<file path="src/pixel_color_math_compositor_macros.svh">
// ----------------------------------------------------------------------------
// Pixel color math compositor assertion macros
// Clocked assertion helpers shared by the compositor modules.
// ----------------------------------------------------------------------------
`ifndef PIXEL_COLOR_MATH_COMPOSITOR_MACROS_SVH
`define PIXEL_COLOR_MATH_COMPOSITOR_MACROS_SVH

`ifndef SYNTHESIS
`define PCMC_ASSERT(lbl, prop, msg) \
  lbl: assert property (@(posedge clk) disable iff (rst) prop) else $error(msg);
`define PCMC_NEVER(lbl, cond, msg) \
  `PCMC_ASSERT(lbl, !(cond), msg)
`else
`define PCMC_ASSERT(lbl, prop, msg)
`define PCMC_NEVER(lbl, cond, msg)
`endif

`endif

</file>
<file path="src/pcmc_pkg.sv">
// ----------------------------------------------------------------------------
// Pixel color math compositor package
// Shared types, register indexes and per-channel arithmetic.
// ----------------------------------------------------------------------------
package pcmc_pkg;

  localparam int COLOR_W = 15;
  localparam int CHAN_W  = 5;
  localparam int LAYER_W = 3;
  localparam int BRI_W   = 4;
  localparam int MASK_W  = 7;
  localparam int PROD_W  = CHAN_W + BRI_W;

  localparam int QDEPTH = 4;
  localparam int QPTR_W = 2;
  localparam int QCNT_W = 3;

  localparam logic [LAYER_W-1:0] LAYER_NOBLEND  = 3'd5;
  localparam logic [LAYER_W-1:0] LAYER_BACKDROP = 3'd6;

  // 1093 / 2^15 is just above 1/30; exact floor for numerators up to 945
  localparam logic [10:0] RECIP_30    = 11'd1093;
  localparam int          RECIP_SHIFT = 15;

  typedef enum logic [2:0] {
    REG_SUBTRACT_MODE    = 3'd0,
    REG_HALVE_ENABLE     = 3'd1,
    REG_SUB_SCREEN_MODE  = 3'd2,
    REG_BLEND_LAYER_MASK = 3'd3,
    REG_FIXED_COLOR      = 3'd4,
    REG_BRIGHTNESS       = 3'd5,
    REG_HIRES_MODE       = 3'd6
  } reg_idx_t;

  typedef struct packed {
    logic               subtract_mode;
    logic               halve_enable;
    logic               sub_screen_mode;
    logic [MASK_W-1:0]  blend_layer_mask;
    logic [COLOR_W-1:0] fixed_color;
    logic [BRI_W-1:0]   brightness;
    logic               hires_mode;
  } cfg_t;

  typedef struct packed {
    logic [COLOR_W-1:0] a_color;
    logic [LAYER_W-1:0] a_layer;
    logic [COLOR_W-1:0] b_color;
    logic [LAYER_W-1:0] b_layer;
    logic               window_main;
    logic               window_sub;
    logic               final_of_pair;
  } job_t;

  typedef struct packed {
    logic [COLOR_W-1:0] pixel;
    logic               final_of_pair;
  } res_t;

  function automatic logic [CHAN_W-1:0] blend_chan(input logic [CHAN_W-1:0] x,
                                                   input logic [CHAN_W-1:0] y,
                                                   input logic sub,
                                                   input logic halve);
    logic [CHAN_W:0]   s;
    logic [CHAN_W-1:0] d;
    logic [CHAN_W-1:0] r;
    s = {1'b0, x} + {1'b0, y};
    d = (x > y) ? (x - y) : '0;
    if (sub) begin
      r = halve ? (d >> 1) : d;
    end else if (halve) begin
      r = s[CHAN_W:1];
    end else begin
      r = s[CHAN_W] ? '1 : s[CHAN_W-1:0];
    end
    return r;
  endfunction

  // round(p / 15) computed as (2p + 15) / 30
  function automatic logic [CHAN_W-1:0] light_chan(input logic [PROD_W-1:0] p);
    logic [PROD_W:0] x;
    logic [20:0]     prod;
    x    = {p, 1'b0} + (PROD_W+1)'(15);
    prod = 21'(x) * 21'(RECIP_30);
    return prod[RECIP_SHIFT +: CHAN_W];
  endfunction

endpackage

</file>
<file path="src/pcmc_front.sv">
// ----------------------------------------------------------------------------
// Pixel color math compositor front end
// Accepts input pixels and splits each into one or two composite jobs.
// ----------------------------------------------------------------------------
`include "pixel_color_math_compositor_macros.svh"

module pcmc_front
  import pcmc_pkg::*;
(
  input  logic               clk,
  input  logic               rst,
  input  cfg_t               cfg,
  input  logic               push,
  output logic               full,
  input  logic [COLOR_W-1:0] main_bgr,
  input  logic [LAYER_W-1:0] main_layer,
  input  logic [COLOR_W-1:0] sub_bgr,
  input  logic [LAYER_W-1:0] sub_layer,
  input  logic               window_main,
  input  logic               window_sub,
  input  logic               q_full,
  output logic               q_push,
  output job_t               q_data
);

  logic pend_valid;
  logic pend_valid_next;
  job_t pend_job;
  logic accept;
  job_t job_normal;
  job_t job_swap;

  assign full   = pend_valid | q_full;
  assign accept = push & ~full;

  always_comb begin
    job_normal = '{a_color: main_bgr, a_layer: main_layer,
                   b_color: sub_bgr, b_layer: sub_layer,
                   window_main: window_main, window_sub: window_sub,
                   final_of_pair: 1'b1};
    job_swap   = '{a_color: sub_bgr, a_layer: sub_layer,
                   b_color: main_bgr, b_layer: main_layer,
                   window_main: window_main, window_sub: window_sub,
                   final_of_pair: 1'b0};
  end

  assign q_push = pend_valid ? ~q_full : accept;
  assign q_data = pend_valid ? pend_job : (cfg.hires_mode ? job_swap : job_normal);

  always_comb begin
    pend_valid_next = pend_valid;
    if (pend_valid && !q_full) begin
      pend_valid_next = 1'b0;
    end else if (accept && cfg.hires_mode) begin
      pend_valid_next = 1'b1;
    end
  end

  always_ff @(posedge clk) begin
    if (rst) begin
      pend_valid <= 1'b0;
    end else begin
      pend_valid <= pend_valid_next;
    end
  end

  always_ff @(posedge clk) begin
    if (accept) begin
      pend_job <= job_normal;
    end
  end

  `PCMC_ASSERT(a_pend_from_hires, $rose(pend_valid) |-> $past(accept && cfg.hires_mode),
               "second job without hires transfer")

endmodule

</file>
<file path="src/pcmc_job_q.sv">
// ----------------------------------------------------------------------------
// Pixel color math compositor job queue
// Short register queue decoupling the front end from the datapath.
// ----------------------------------------------------------------------------
`include "pixel_color_math_compositor_macros.svh"

module pcmc_job_q
  import pcmc_pkg::*;
(
  input  logic clk,
  input  logic rst,
  input  logic push,
  input  job_t push_data,
  output logic full,
  input  logic pop,
  output job_t pop_data,
  output logic empty
);

  job_t              mem [QDEPTH];
  logic [QPTR_W-1:0] wr_ptr;
  logic [QPTR_W-1:0] rd_ptr;
  logic [QCNT_W-1:0] count;
  logic              do_push;
  logic              do_pop;

  assign full     = (count == QCNT_W'(QDEPTH));
  assign empty    = (count == '0);
  assign do_push  = push & ~full;
  assign do_pop   = pop & ~empty;
  assign pop_data = mem[rd_ptr];

  always_ff @(posedge clk) begin
    if (rst) begin
      wr_ptr <= '0;
      rd_ptr <= '0;
      count  <= '0;
    end else begin
      if (do_push) begin
        wr_ptr <= wr_ptr + 1'b1;
      end
      if (do_pop) begin
        rd_ptr <= rd_ptr + 1'b1;
      end
      if (do_push && !do_pop) begin
        count <= count + 1'b1;
      end else if (do_pop && !do_push) begin
        count <= count - 1'b1;
      end
    end
  end

  always_ff @(posedge clk) begin
    if (do_push) begin
      mem[wr_ptr] <= push_data;
    end
  end

  `PCMC_NEVER(a_no_push_full, push && full, "job pushed into full queue")
  `PCMC_NEVER(a_no_pop_empty, pop && empty, "job popped from empty queue")

endmodule

</file>
<file path="src/pcmc_back.sv">
// ----------------------------------------------------------------------------
// Pixel color math compositor back end
// Three-stage composite and brightness datapath with a result queue.
// ----------------------------------------------------------------------------
`include "pixel_color_math_compositor_macros.svh"

module pcmc_back
  import pcmc_pkg::*;
(
  input  logic               clk,
  input  logic               rst,
  input  cfg_t               cfg,
  input  logic               q_empty,
  input  job_t               q_data,
  output logic               q_pop,
  output logic               empty,
  input  logic               pop,
  output logic [COLOR_W-1:0] pixel_out,
  output logic               final_of_pair
);

  logic                 adv;
  logic                 s1_valid;
  logic [COLOR_W-1:0]   s1_color;
  logic                 s1_final;
  logic                 s2_valid;
  logic [PROD_W-1:0]    s2_prod [3];
  logic                 s2_final;
  logic                 s3_valid;
  logic [COLOR_W-1:0]   s3_pix;
  logic                 s3_final;

  logic [COLOR_W-1:0]   b_color;
  logic [LAYER_W-1:0]   b_layer;
  logic [COLOR_W-1:0]   a_color;
  logic [MASK_W:0]      mask_ext;
  logic                 do_math;
  logic                 halve;
  logic [COLOR_W-1:0]   blended;
  logic [COLOR_W-1:0]   composed;

  res_t                 res_mem [QDEPTH];
  logic [QPTR_W-1:0]    res_wr;
  logic [QPTR_W-1:0]    res_rd;
  logic [QCNT_W-1:0]    res_count;
  logic                 res_full;
  logic                 res_push;
  logic                 res_pop;

  assign res_full = (res_count == QCNT_W'(QDEPTH));
  assign empty    = (res_count == '0);
  assign adv      = ~(s3_valid & res_full);
  assign q_pop    = adv & ~q_empty;
  assign res_push = s3_valid & ~res_full;
  assign res_pop  = pop & ~empty;

  // composite
  always_comb begin
    b_color  = cfg.sub_screen_mode ? q_data.b_color : cfg.fixed_color;
    b_layer  = cfg.sub_screen_mode ? q_data.b_layer : LAYER_BACKDROP;
    a_color  = q_data.window_main ? q_data.a_color : '0;
    mask_ext = {1'b0, cfg.blend_layer_mask};
    do_math  = (q_data.a_layer != LAYER_NOBLEND) && mask_ext[q_data.a_layer]
               && q_data.window_sub;
    halve    = cfg.halve_enable && q_data.window_main
               && (!cfg.sub_screen_mode || (b_layer != LAYER_BACKDROP));
    for (int i = 0; i < 3; i++) begin
      blended[i*CHAN_W +: CHAN_W] = blend_chan(a_color[i*CHAN_W +: CHAN_W],
                                               b_color[i*CHAN_W +: CHAN_W],
                                               cfg.subtract_mode, halve);
    end
    if (!q_data.window_main && !q_data.window_sub) begin
      composed = '0;
    end else if (do_math) begin
      composed = blended;
    end else begin
      composed = a_color;
    end
  end

  always_ff @(posedge clk) begin
    if (rst) begin
      s1_valid <= 1'b0;
      s2_valid <= 1'b0;
      s3_valid <= 1'b0;
    end else if (adv) begin
      s1_valid <= ~q_empty;
      s2_valid <= s1_valid;
      s3_valid <= s2_valid;
    end
  end

  always_ff @(posedge clk) begin
    if (adv) begin
      s1_color <= composed;
      s1_final <= q_data.final_of_pair;
      for (int i = 0; i < 3; i++) begin
        s2_prod[i] <= PROD_W'(s1_color[i*CHAN_W +: CHAN_W]) * PROD_W'(cfg.brightness);
      end
      s2_final <= s1_final;
      // low channel moves to the top field and the top channel to the low field
      s3_pix   <= {light_chan(s2_prod[0]), light_chan(s2_prod[1]),
                   light_chan(s2_prod[2])};
      s3_final <= s2_final;
    end
  end

  // result queue
  always_ff @(posedge clk) begin
    if (rst) begin
      res_wr    <= '0;
      res_rd    <= '0;
      res_count <= '0;
    end else begin
      if (res_push) begin
        res_wr <= res_wr + 1'b1;
      end
      if (res_pop) begin
        res_rd <= res_rd + 1'b1;
      end
      if (res_push && !res_pop) begin
        res_count <= res_count + 1'b1;
      end else if (res_pop && !res_push) begin
        res_count <= res_count - 1'b1;
      end
    end
  end

  always_ff @(posedge clk) begin
    if (res_push) begin
      res_mem[res_wr] <= '{pixel: s3_pix, final_of_pair: s3_final};
    end
  end

  assign pixel_out     = res_mem[res_rd].pixel;
  assign final_of_pair = res_mem[res_rd].final_of_pair;

  `PCMC_ASSERT(a_stall_holds, s3_valid && res_full |=> s3_valid && $stable(s3_pix), "stalled result lost")
  `PCMC_NEVER(a_res_count, res_count > QCNT_W'(QDEPTH), "result queue overflow")

endmodule

</file>
<file path="src/pixel_color_math_compositor.sv">
// ----------------------------------------------------------------------------
// Pixel color math compositor
// Blends main and sub screen colors, applies brightness, emits pixels.
// ----------------------------------------------------------------------------
// Input channel: present a pixel with push; it transfers when full is low.
// Result channel: while empty is low the oldest pixel is on pixel_out and
// final_of_pair; pop transfers it. Configuration: cfg_ready is always high,
// a cfg_valid cycle writes cfg_data to register cfg_index (unused indexes
// are dropped); write only while no pixel is in flight.
// Path: a result passes the job queue, the datapath stages and the result
// queue; in hires mode the second result follows the first. Throughput: one
// input per cycle in normal mode while full is low; in hires mode the single
// push port of the job queue (one job per cycle) takes both jobs per input.
// The datapath is three registered stages: composite, brightness product,
// divide by 15 with rounding.
// Reset clears all queues and sets brightness to 15, other registers to 0.
// When the receiver stalls, the 4-entry result queue fills, the datapath
// holds, then the 4-entry job queue fills and full rises.
// ----------------------------------------------------------------------------
module pixel_color_math_compositor
  import pcmc_pkg::*;
(
  input  logic               clk,
  input  logic               rst,
  input  logic               push,
  output logic               full,
  input  logic [COLOR_W-1:0] main_bgr,
  input  logic [LAYER_W-1:0] main_layer,
  input  logic [COLOR_W-1:0] sub_bgr,
  input  logic [LAYER_W-1:0] sub_layer,
  input  logic               window_main,
  input  logic               window_sub,
  output logic               empty,
  input  logic               pop,
  output logic [COLOR_W-1:0] pixel_out,
  output logic               final_of_pair,
  input  logic               cfg_valid,
  output logic               cfg_ready,
  input  logic [2:0]         cfg_index,
  input  logic [COLOR_W-1:0] cfg_data
);

  cfg_t cfg;
  logic q_full;
  logic q_push;
  job_t q_wdata;
  logic q_pop;
  job_t q_rdata;
  logic q_empty;

  assign cfg_ready = 1'b1;

  always_ff @(posedge clk) begin
    if (rst) begin
      cfg <= '{subtract_mode: 1'b0, halve_enable: 1'b0, sub_screen_mode: 1'b0,
               blend_layer_mask: '0, fixed_color: '0, brightness: '1,
               hires_mode: 1'b0};
    end else if (cfg_valid) begin
      unique case (cfg_index)
        REG_SUBTRACT_MODE:    cfg.subtract_mode    <= cfg_data[0];
        REG_HALVE_ENABLE:     cfg.halve_enable     <= cfg_data[0];
        REG_SUB_SCREEN_MODE:  cfg.sub_screen_mode  <= cfg_data[0];
        REG_BLEND_LAYER_MASK: cfg.blend_layer_mask <= cfg_data[MASK_W-1:0];
        REG_FIXED_COLOR:      cfg.fixed_color      <= cfg_data;
        REG_BRIGHTNESS:       cfg.brightness       <= cfg_data[BRI_W-1:0];
        REG_HIRES_MODE:       cfg.hires_mode       <= cfg_data[0];
        default: begin
        end
      endcase
    end
  end

  pcmc_front u_front (
    .clk         (clk),
    .rst         (rst),
    .cfg         (cfg),
    .push        (push),
    .full        (full),
    .main_bgr    (main_bgr),
    .main_layer  (main_layer),
    .sub_bgr     (sub_bgr),
    .sub_layer   (sub_layer),
    .window_main (window_main),
    .window_sub  (window_sub),
    .q_full      (q_full),
    .q_push      (q_push),
    .q_data      (q_wdata)
  );

  pcmc_job_q u_job_q (
    .clk       (clk),
    .rst       (rst),
    .push      (q_push),
    .push_data (q_wdata),
    .full      (q_full),
    .pop       (q_pop),
    .pop_data  (q_rdata),
    .empty     (q_empty)
  );

  pcmc_back u_back (
    .clk           (clk),
    .rst           (rst),
    .cfg           (cfg),
    .q_empty       (q_empty),
    .q_data        (q_rdata),
    .q_pop         (q_pop),
    .empty         (empty),
    .pop           (pop),
    .pixel_out     (pixel_out),
    .final_of_pair (final_of_pair)
  );

endmodule
</file>
<file path="config.mk">
export PLATFORM = sky130hd
export DESIGN_NAME = pixel_color_math_compositor
export DESIGN_NICKNAME = d
export VERILOG_FILES = /design/src/pcmc_pkg.sv /design/src/pcmc_front.sv /design/src/pcmc_job_q.sv /design/src/pcmc_back.sv /design/src/pixel_color_math_compositor.sv
export VERILOG_INCLUDE_DIRS = /design/src /design/src/src
export SDC_FILE = /design/constraint.sdc
export NUM_CORES = 1
export LEC_CHECK = 0
export ABC_AREA = 1
export BUFFER_PORTS_ARGS = -buffer_cell sky130_fd_sc_hd__buf_2
export CAP_MARGIN = 5
export CORE_ASPECT_RATIO = 1.5
export CORE_UTILIZATION = 45
export CTS_CLUSTER_DIAMETER = 150
export DETAILED_ROUTE_END_ITERATION = 8
export HOLD_SLACK_MARGIN = 0.1
export PLACE_DENSITY = 0.69
export SYNTH_ARGS = -nofsm -noshare
export SYNTH_HDL_FRONTEND = slang
export SYNTH_SLANG_ARGS = --single-unit
</file>
<file path="constraint.sdc">
create_clock -name clk -period 9.8 [get_ports clk]
set_input_delay 1.96 -clock clk [delete_from_list [all_inputs] [get_ports clk]]
set_output_delay 1.96 -clock clk [all_outputs]
set_load 0.03 [all_outputs]
</file>
[After elaboration in Yosys (flattened, before gate mapping)]
Memories as Yosys holds them, arrays and structs flattened. A register that Yosys moved wholly into a read port is not among the register bits.
Cells that the tools add are included.
Storage, ports and cells
  memories: 3
  output and inout bits: 19
  logic and storage cells: 152
  flip-flop bits (word level): 119
  RAM bits: 247
  input bits: 61
Cells by class
  $lt $le $gt $ge: 4
  $add $sub $neg: 17
  reduce and logical (&&, ||, !) cells: 33
  multiplexer cells: 37
  multipliers: 6
  bitwise logic cells: 14
  equal/unequal tests: 10
Memories
  u_job_q.mem: words 4, width 39, read ports 1, clocked after Yosys merged registers in 1, wr ports 1, line pcmc_job_q.sv:20  | job_t mem [QDEPTH];
  u_back.res_mem: words 4, width 16, read ports 1, clocked after Yosys merged registers in 1, wr ports 1, line pcmc_back.sv:42  | res_t res_mem [QDEPTH];
  u_back.s2_prod: words 3, width 9, read ports 3, clocked after Yosys merged registers in 0, wr ports 3, line pcmc_back.sv:27  | logic [PROD_W-1:0] s2_prod [3];
Operators with widths (count)
  2-to-1 mux 39 bit: 2
  2-to-1 mux 5 bit: 15
  multiplier 10 x 11 -> 20 bit (second input constant): 3
  2-to-1 mux 15 bit: 3
  adder 10 x 4 -> 10 bit (second input constant): 3
  multiplier 5 x 4 -> 9 bit: 3
  adder 5 x 5 -> 6 bit: 3
  equality test 3 bit (second input constant): 5
  > comparator 5 bit: 3
  2-to-1 mux 3 bit: 5
  subtractor 5 bit: 3
  AND reduction 2 bit: 7
  logical AND 1 bit: 11
  logical NOT 3 bit: 3
  adder 2 x 1 -> 2 bit (second input constant): 4
  logical NOT 1 bit: 8
  2-to-1 mux 2 bit: 4
  AND 1 bit: 7
  2-to-1 mux 1 bit: 7
  adder 3 x 1 -> 3 bit (second input constant): 2
  equality test 3 x 2 -> 1 bit (second input constant): 2
  != test 3 bit (second input constant): 2
  inverter 1 bit: 6
  subtractor 3 x 1 -> 3 bit (second input constant): 2
  other kinds (7): 8

[Logic depth before layout (Yosys ltp)]
  depth in word-level cells: 10
  depth in mapped cells: 28
  gate-level depth less buffers: 28

[Cells and area by module]
Synthesis repeated with hierarchy kept, for this count alone.
Second synthesis, totals
  cells, all modules: 2402
  area total of the unflattened synthesis: 22250.1 µm²
By module, submodules not included
  pcmc_back: area each 12726.0 µm², times used 1, seq. area each 3963.8 µm², cells each 1557
  pcmc_job_q: area each 6274.8 µm², times used 1, seq. area each 4864.7 µm², cells each 448
  pcmc_front: area each 1961.9 µm², times used 1, seq. area each 1161.1 µm², cells each 215
  pixel_color_math_compositor: area each 1287.5 µm², times used 1, seq. area each 600.6 µm², cells each 182

[Least setup slack after synthesis]
Ideal clock, no wire load.
  path type: input to register
  from: input port push
  to: memory u_job_q.mem[0][0] (netlist bit) (enable)
  arrival: 3.785 ns
  required time: 9.365 ns
  stages on the path: 2
  path buffers: 0
  path slack: 5.580 ns
  setup time: 0.435 ns
  path through: o21ai_1 > nor2_1
Between the ends
  cells in the longest elaborated chain, start to end: 5
Ends and longest elaborated chain
  start: declaration: line pixel_color_math_compositor.sv:25  | input logic push,
  AND 1 bit: line pcmc_front.sv:34  | assign accept = push & ~full;
  2-to-1 mux 1 bit: line pcmc_front.sv:47  | assign q_push = pend_valid ? ~q_full : accept;
  AND 1 bit: line pcmc_job_q.sv:29  | assign do_push = push & ~full;
  2-to-1 mux 1 bit: line pcmc_job_q.sv:54  | if (do_push) begin
  2-to-1 mux 1 bit (not written as such): line pcmc_job_q.sv:55  | mem[wr_ptr] <= push_data;
  end: declaration: line pcmc_job_q.sv:20
No other way between the ends.

==> results.yml <==
run_status:
  status: "complete, no violations"
synthesis:
  yosys.area.top_type: "edfxtp_1"
  synth_top_flop_cell: "edfxtp_1"
  synthesis.area_mm2: 0.0217
  yosysTopAreaCellShare_pct: 44.0
  netlist_top_cells_area: "edfxtp_1 44%, ha_1 12%, nand2_1 7.9%"
  synth_edf_count: 318
  synthCells: 2335
  yosysWarnings: 0
  synthArstFlopShare_pct: 0
  syn_nets: 2650
  syn_avg_cell_area_um2: 9.30
  synth_cell_types: 44
  ys_seq_area_share_pct: 48.7
  ys_ff_latch: 369
setup_path:
  path_cells: "inv_1 > ha_1 > a21oi_1 > nand3_1 > xnor2_1 > ha_1 > inv_1 > fa_1 > inv_1 > fa_1 > ha_1 > ha_1 > nand2_1 > inv_1 > nand3_1 > o21ai_0 > and3_1 > nor2_1 > nand2_1 > nand2_1"
  rr_worst_depth: 20
  worst_setup_path_start_kind: "register"
  crit_slowest_cell: "fa_1"
  crit_family: "adder cells"
  cp-end-kind: "register"
  crit_buf_inv: 4
  cp.arrival_ps: 4700
  max_stage_delay_ps: 500
  crit_type: "reg -> reg"
  r2r_slack_ps: 5390
  crit_cells: 20
  crit_fanout: 5
  required_ps: 10090
routing:
  dr.pass1.iters: 7
  wl_per_cell_um: 15.2
  drc: 0
  wirelength_um: 45800
  viasPerCell: 5.28
  antenna_left: 0
  drt_iter0_markers: 756
  vias: 16000
clock_tree:
  htreeDepth: 2
  ctsResizeCount: 0
  cts_inserted_buffers: 37
  cts.clk_slew.worst_paths_ps: 60
  ctsHoldBuffers: 0
  clock_path_buffers: 3
  worstSkewPairLatency_ps: 540
  cts_root_buffer: "clkbuf_16"
  cts_tree: "yes"
  post-cts-setup-buffers: 0
  cts.sinks: 369
global_route:
  grt_pass1_vias: 16000
  antenna_found_initial: 0
  grt_pass1_wl_um: 74800
  grt_max_degree: 74
  overflow: 0
  track_usage_pct: 18.7
finish:
  syn_to_final_growth_pct: 10.6
  final_area_mm2: 0.0240
  drive_above_1_share_pct: 7.60
  diodes: 0
  nets: 2707
  final_common_cell: "nand2_1"
  instances_no_fill: 3021
  most-common-layout-cells: "458 x nand2_1, 318 x edfxtp_1, 314 x inv_1, 247 x nor2_1, 209 x ha_1"
placed_design:
  pre_cts_slack_ps: 5410
  port_buffers: 78
  post-dp-hpwl_um: 33200
  place_inst: 2953
  gp_congestion: 0.897
  post_dp_cell_area_mm2: 0.0227
sta:
  fin_crit_ps: 4410
  fin_crit_sh_pct: 45.0
  fin_skew_ps: 14.3
  fmax_mhz: 227
  worst_pin_slew_ps: 1060
  drv_slew: 0
  rsz0062_at_grt: "false"
  relSlewSlack_pct: 29.5
  hold_violations: 0
  setup_ws_ps: 5390
  finalSetupViolations: 0
  tns_ps: 0
floorplanning:
  die_x_um: 181
  ios: 80
  std_cell_rows: 98
  die-area_mm2: 0.0492
  die-height_um: 271
  fp.coreArea_mm2: 0.0477
  start_util_pct: 45.5
worst_hold_path:
  hold_class: "reg -> reg"
  hold_depth: 0
job:
  drv_cap: 0
-- worst paths after layout --
check                                 startpoint                     endpoint
setup / recovery  u_back.s2_prod[0][0]$_DFFE_PN_  u_back.s3_pix[14]$_DFFE_PN_
hold / removal         u_back.s1_final$_DFFE_PN_    u_back.s2_final$_DFFE_PN_
hold reg to reg        u_back.s1_final$_DFFE_PN_    u_back.s2_final$_DFFE_PN_
setup reg to reg  u_back.s2_prod[0][0]$_DFFE_PN_  u_back.s3_pix[14]$_DFFE_PN_
-- through the flow --
stage / util (%) / hold WS (ps)
6_report: 50.3 / 421
5_1_grt: 50.3 / 441
4_1_cts: 50.3 / 424
3_5_place_dp: 47.6 / 408
3_3_place_gp: 47.6 / 411
2_1_floorplan: - / 400
-- cells by family after synthesis --
kind of cell	Yosys count	synth area share [%]
simple gates	876	16.6
flops	369	48.7
xor+xnor	50	2.02
fa+ha+maj	254	16.2
buf+inv	399	7.11
compound gates	386	9.35
other cells	1	0.0173
-- area by class of cell --
cell class	instances	area, µm²
Clock buffer	43	968
Clock inverter	25	345
Fill cell	4261	23700
Inverter	322	1210
Multi-Input combinational cell	1567	9650
Sequential cell	369	10600
Tap cell	600	751
Timing Repair Buffer	95	518
-- synthesized netlist by cell type, types with 36 or more instances --
library cell,count
a21oi_1,154
clkbuf_1,58
dfxtp_1,51
edfxtp_1,318
fa_1,45
ha_1,209
inv_1,315
nand2_1,458
nand3_1,105
nor2_1,256
o21ai_0,162
o22ai_1,45
xor2_1,36
-- layer usage --
metal,vias to the layer above,wire length [µm],global-route usage [%]
met1,7554,17200,18.5
met3,122,1770,2.44
li1,7910,-,-
met4,0,1780,9.05
met2,375,25000,37.4
met5,-,0,0
-- registers in the layout, indices dropped and copies added, names as in the netlist, 3 cells and up, named ones only --
signal and flops:
u_job_q.mem 156, u_back.res_mem 64, u_front.pend_job 38, cfg 29, u_back.s2_prod 27, u_back.s1_color 15
u_back.s3_pix 15, u_back.res_count 3, u_job_q.count 3
Power is left out: the tool's default activity adds up to more than one toggle a clock period on the data nets, which glitch-free logic cannot reach.
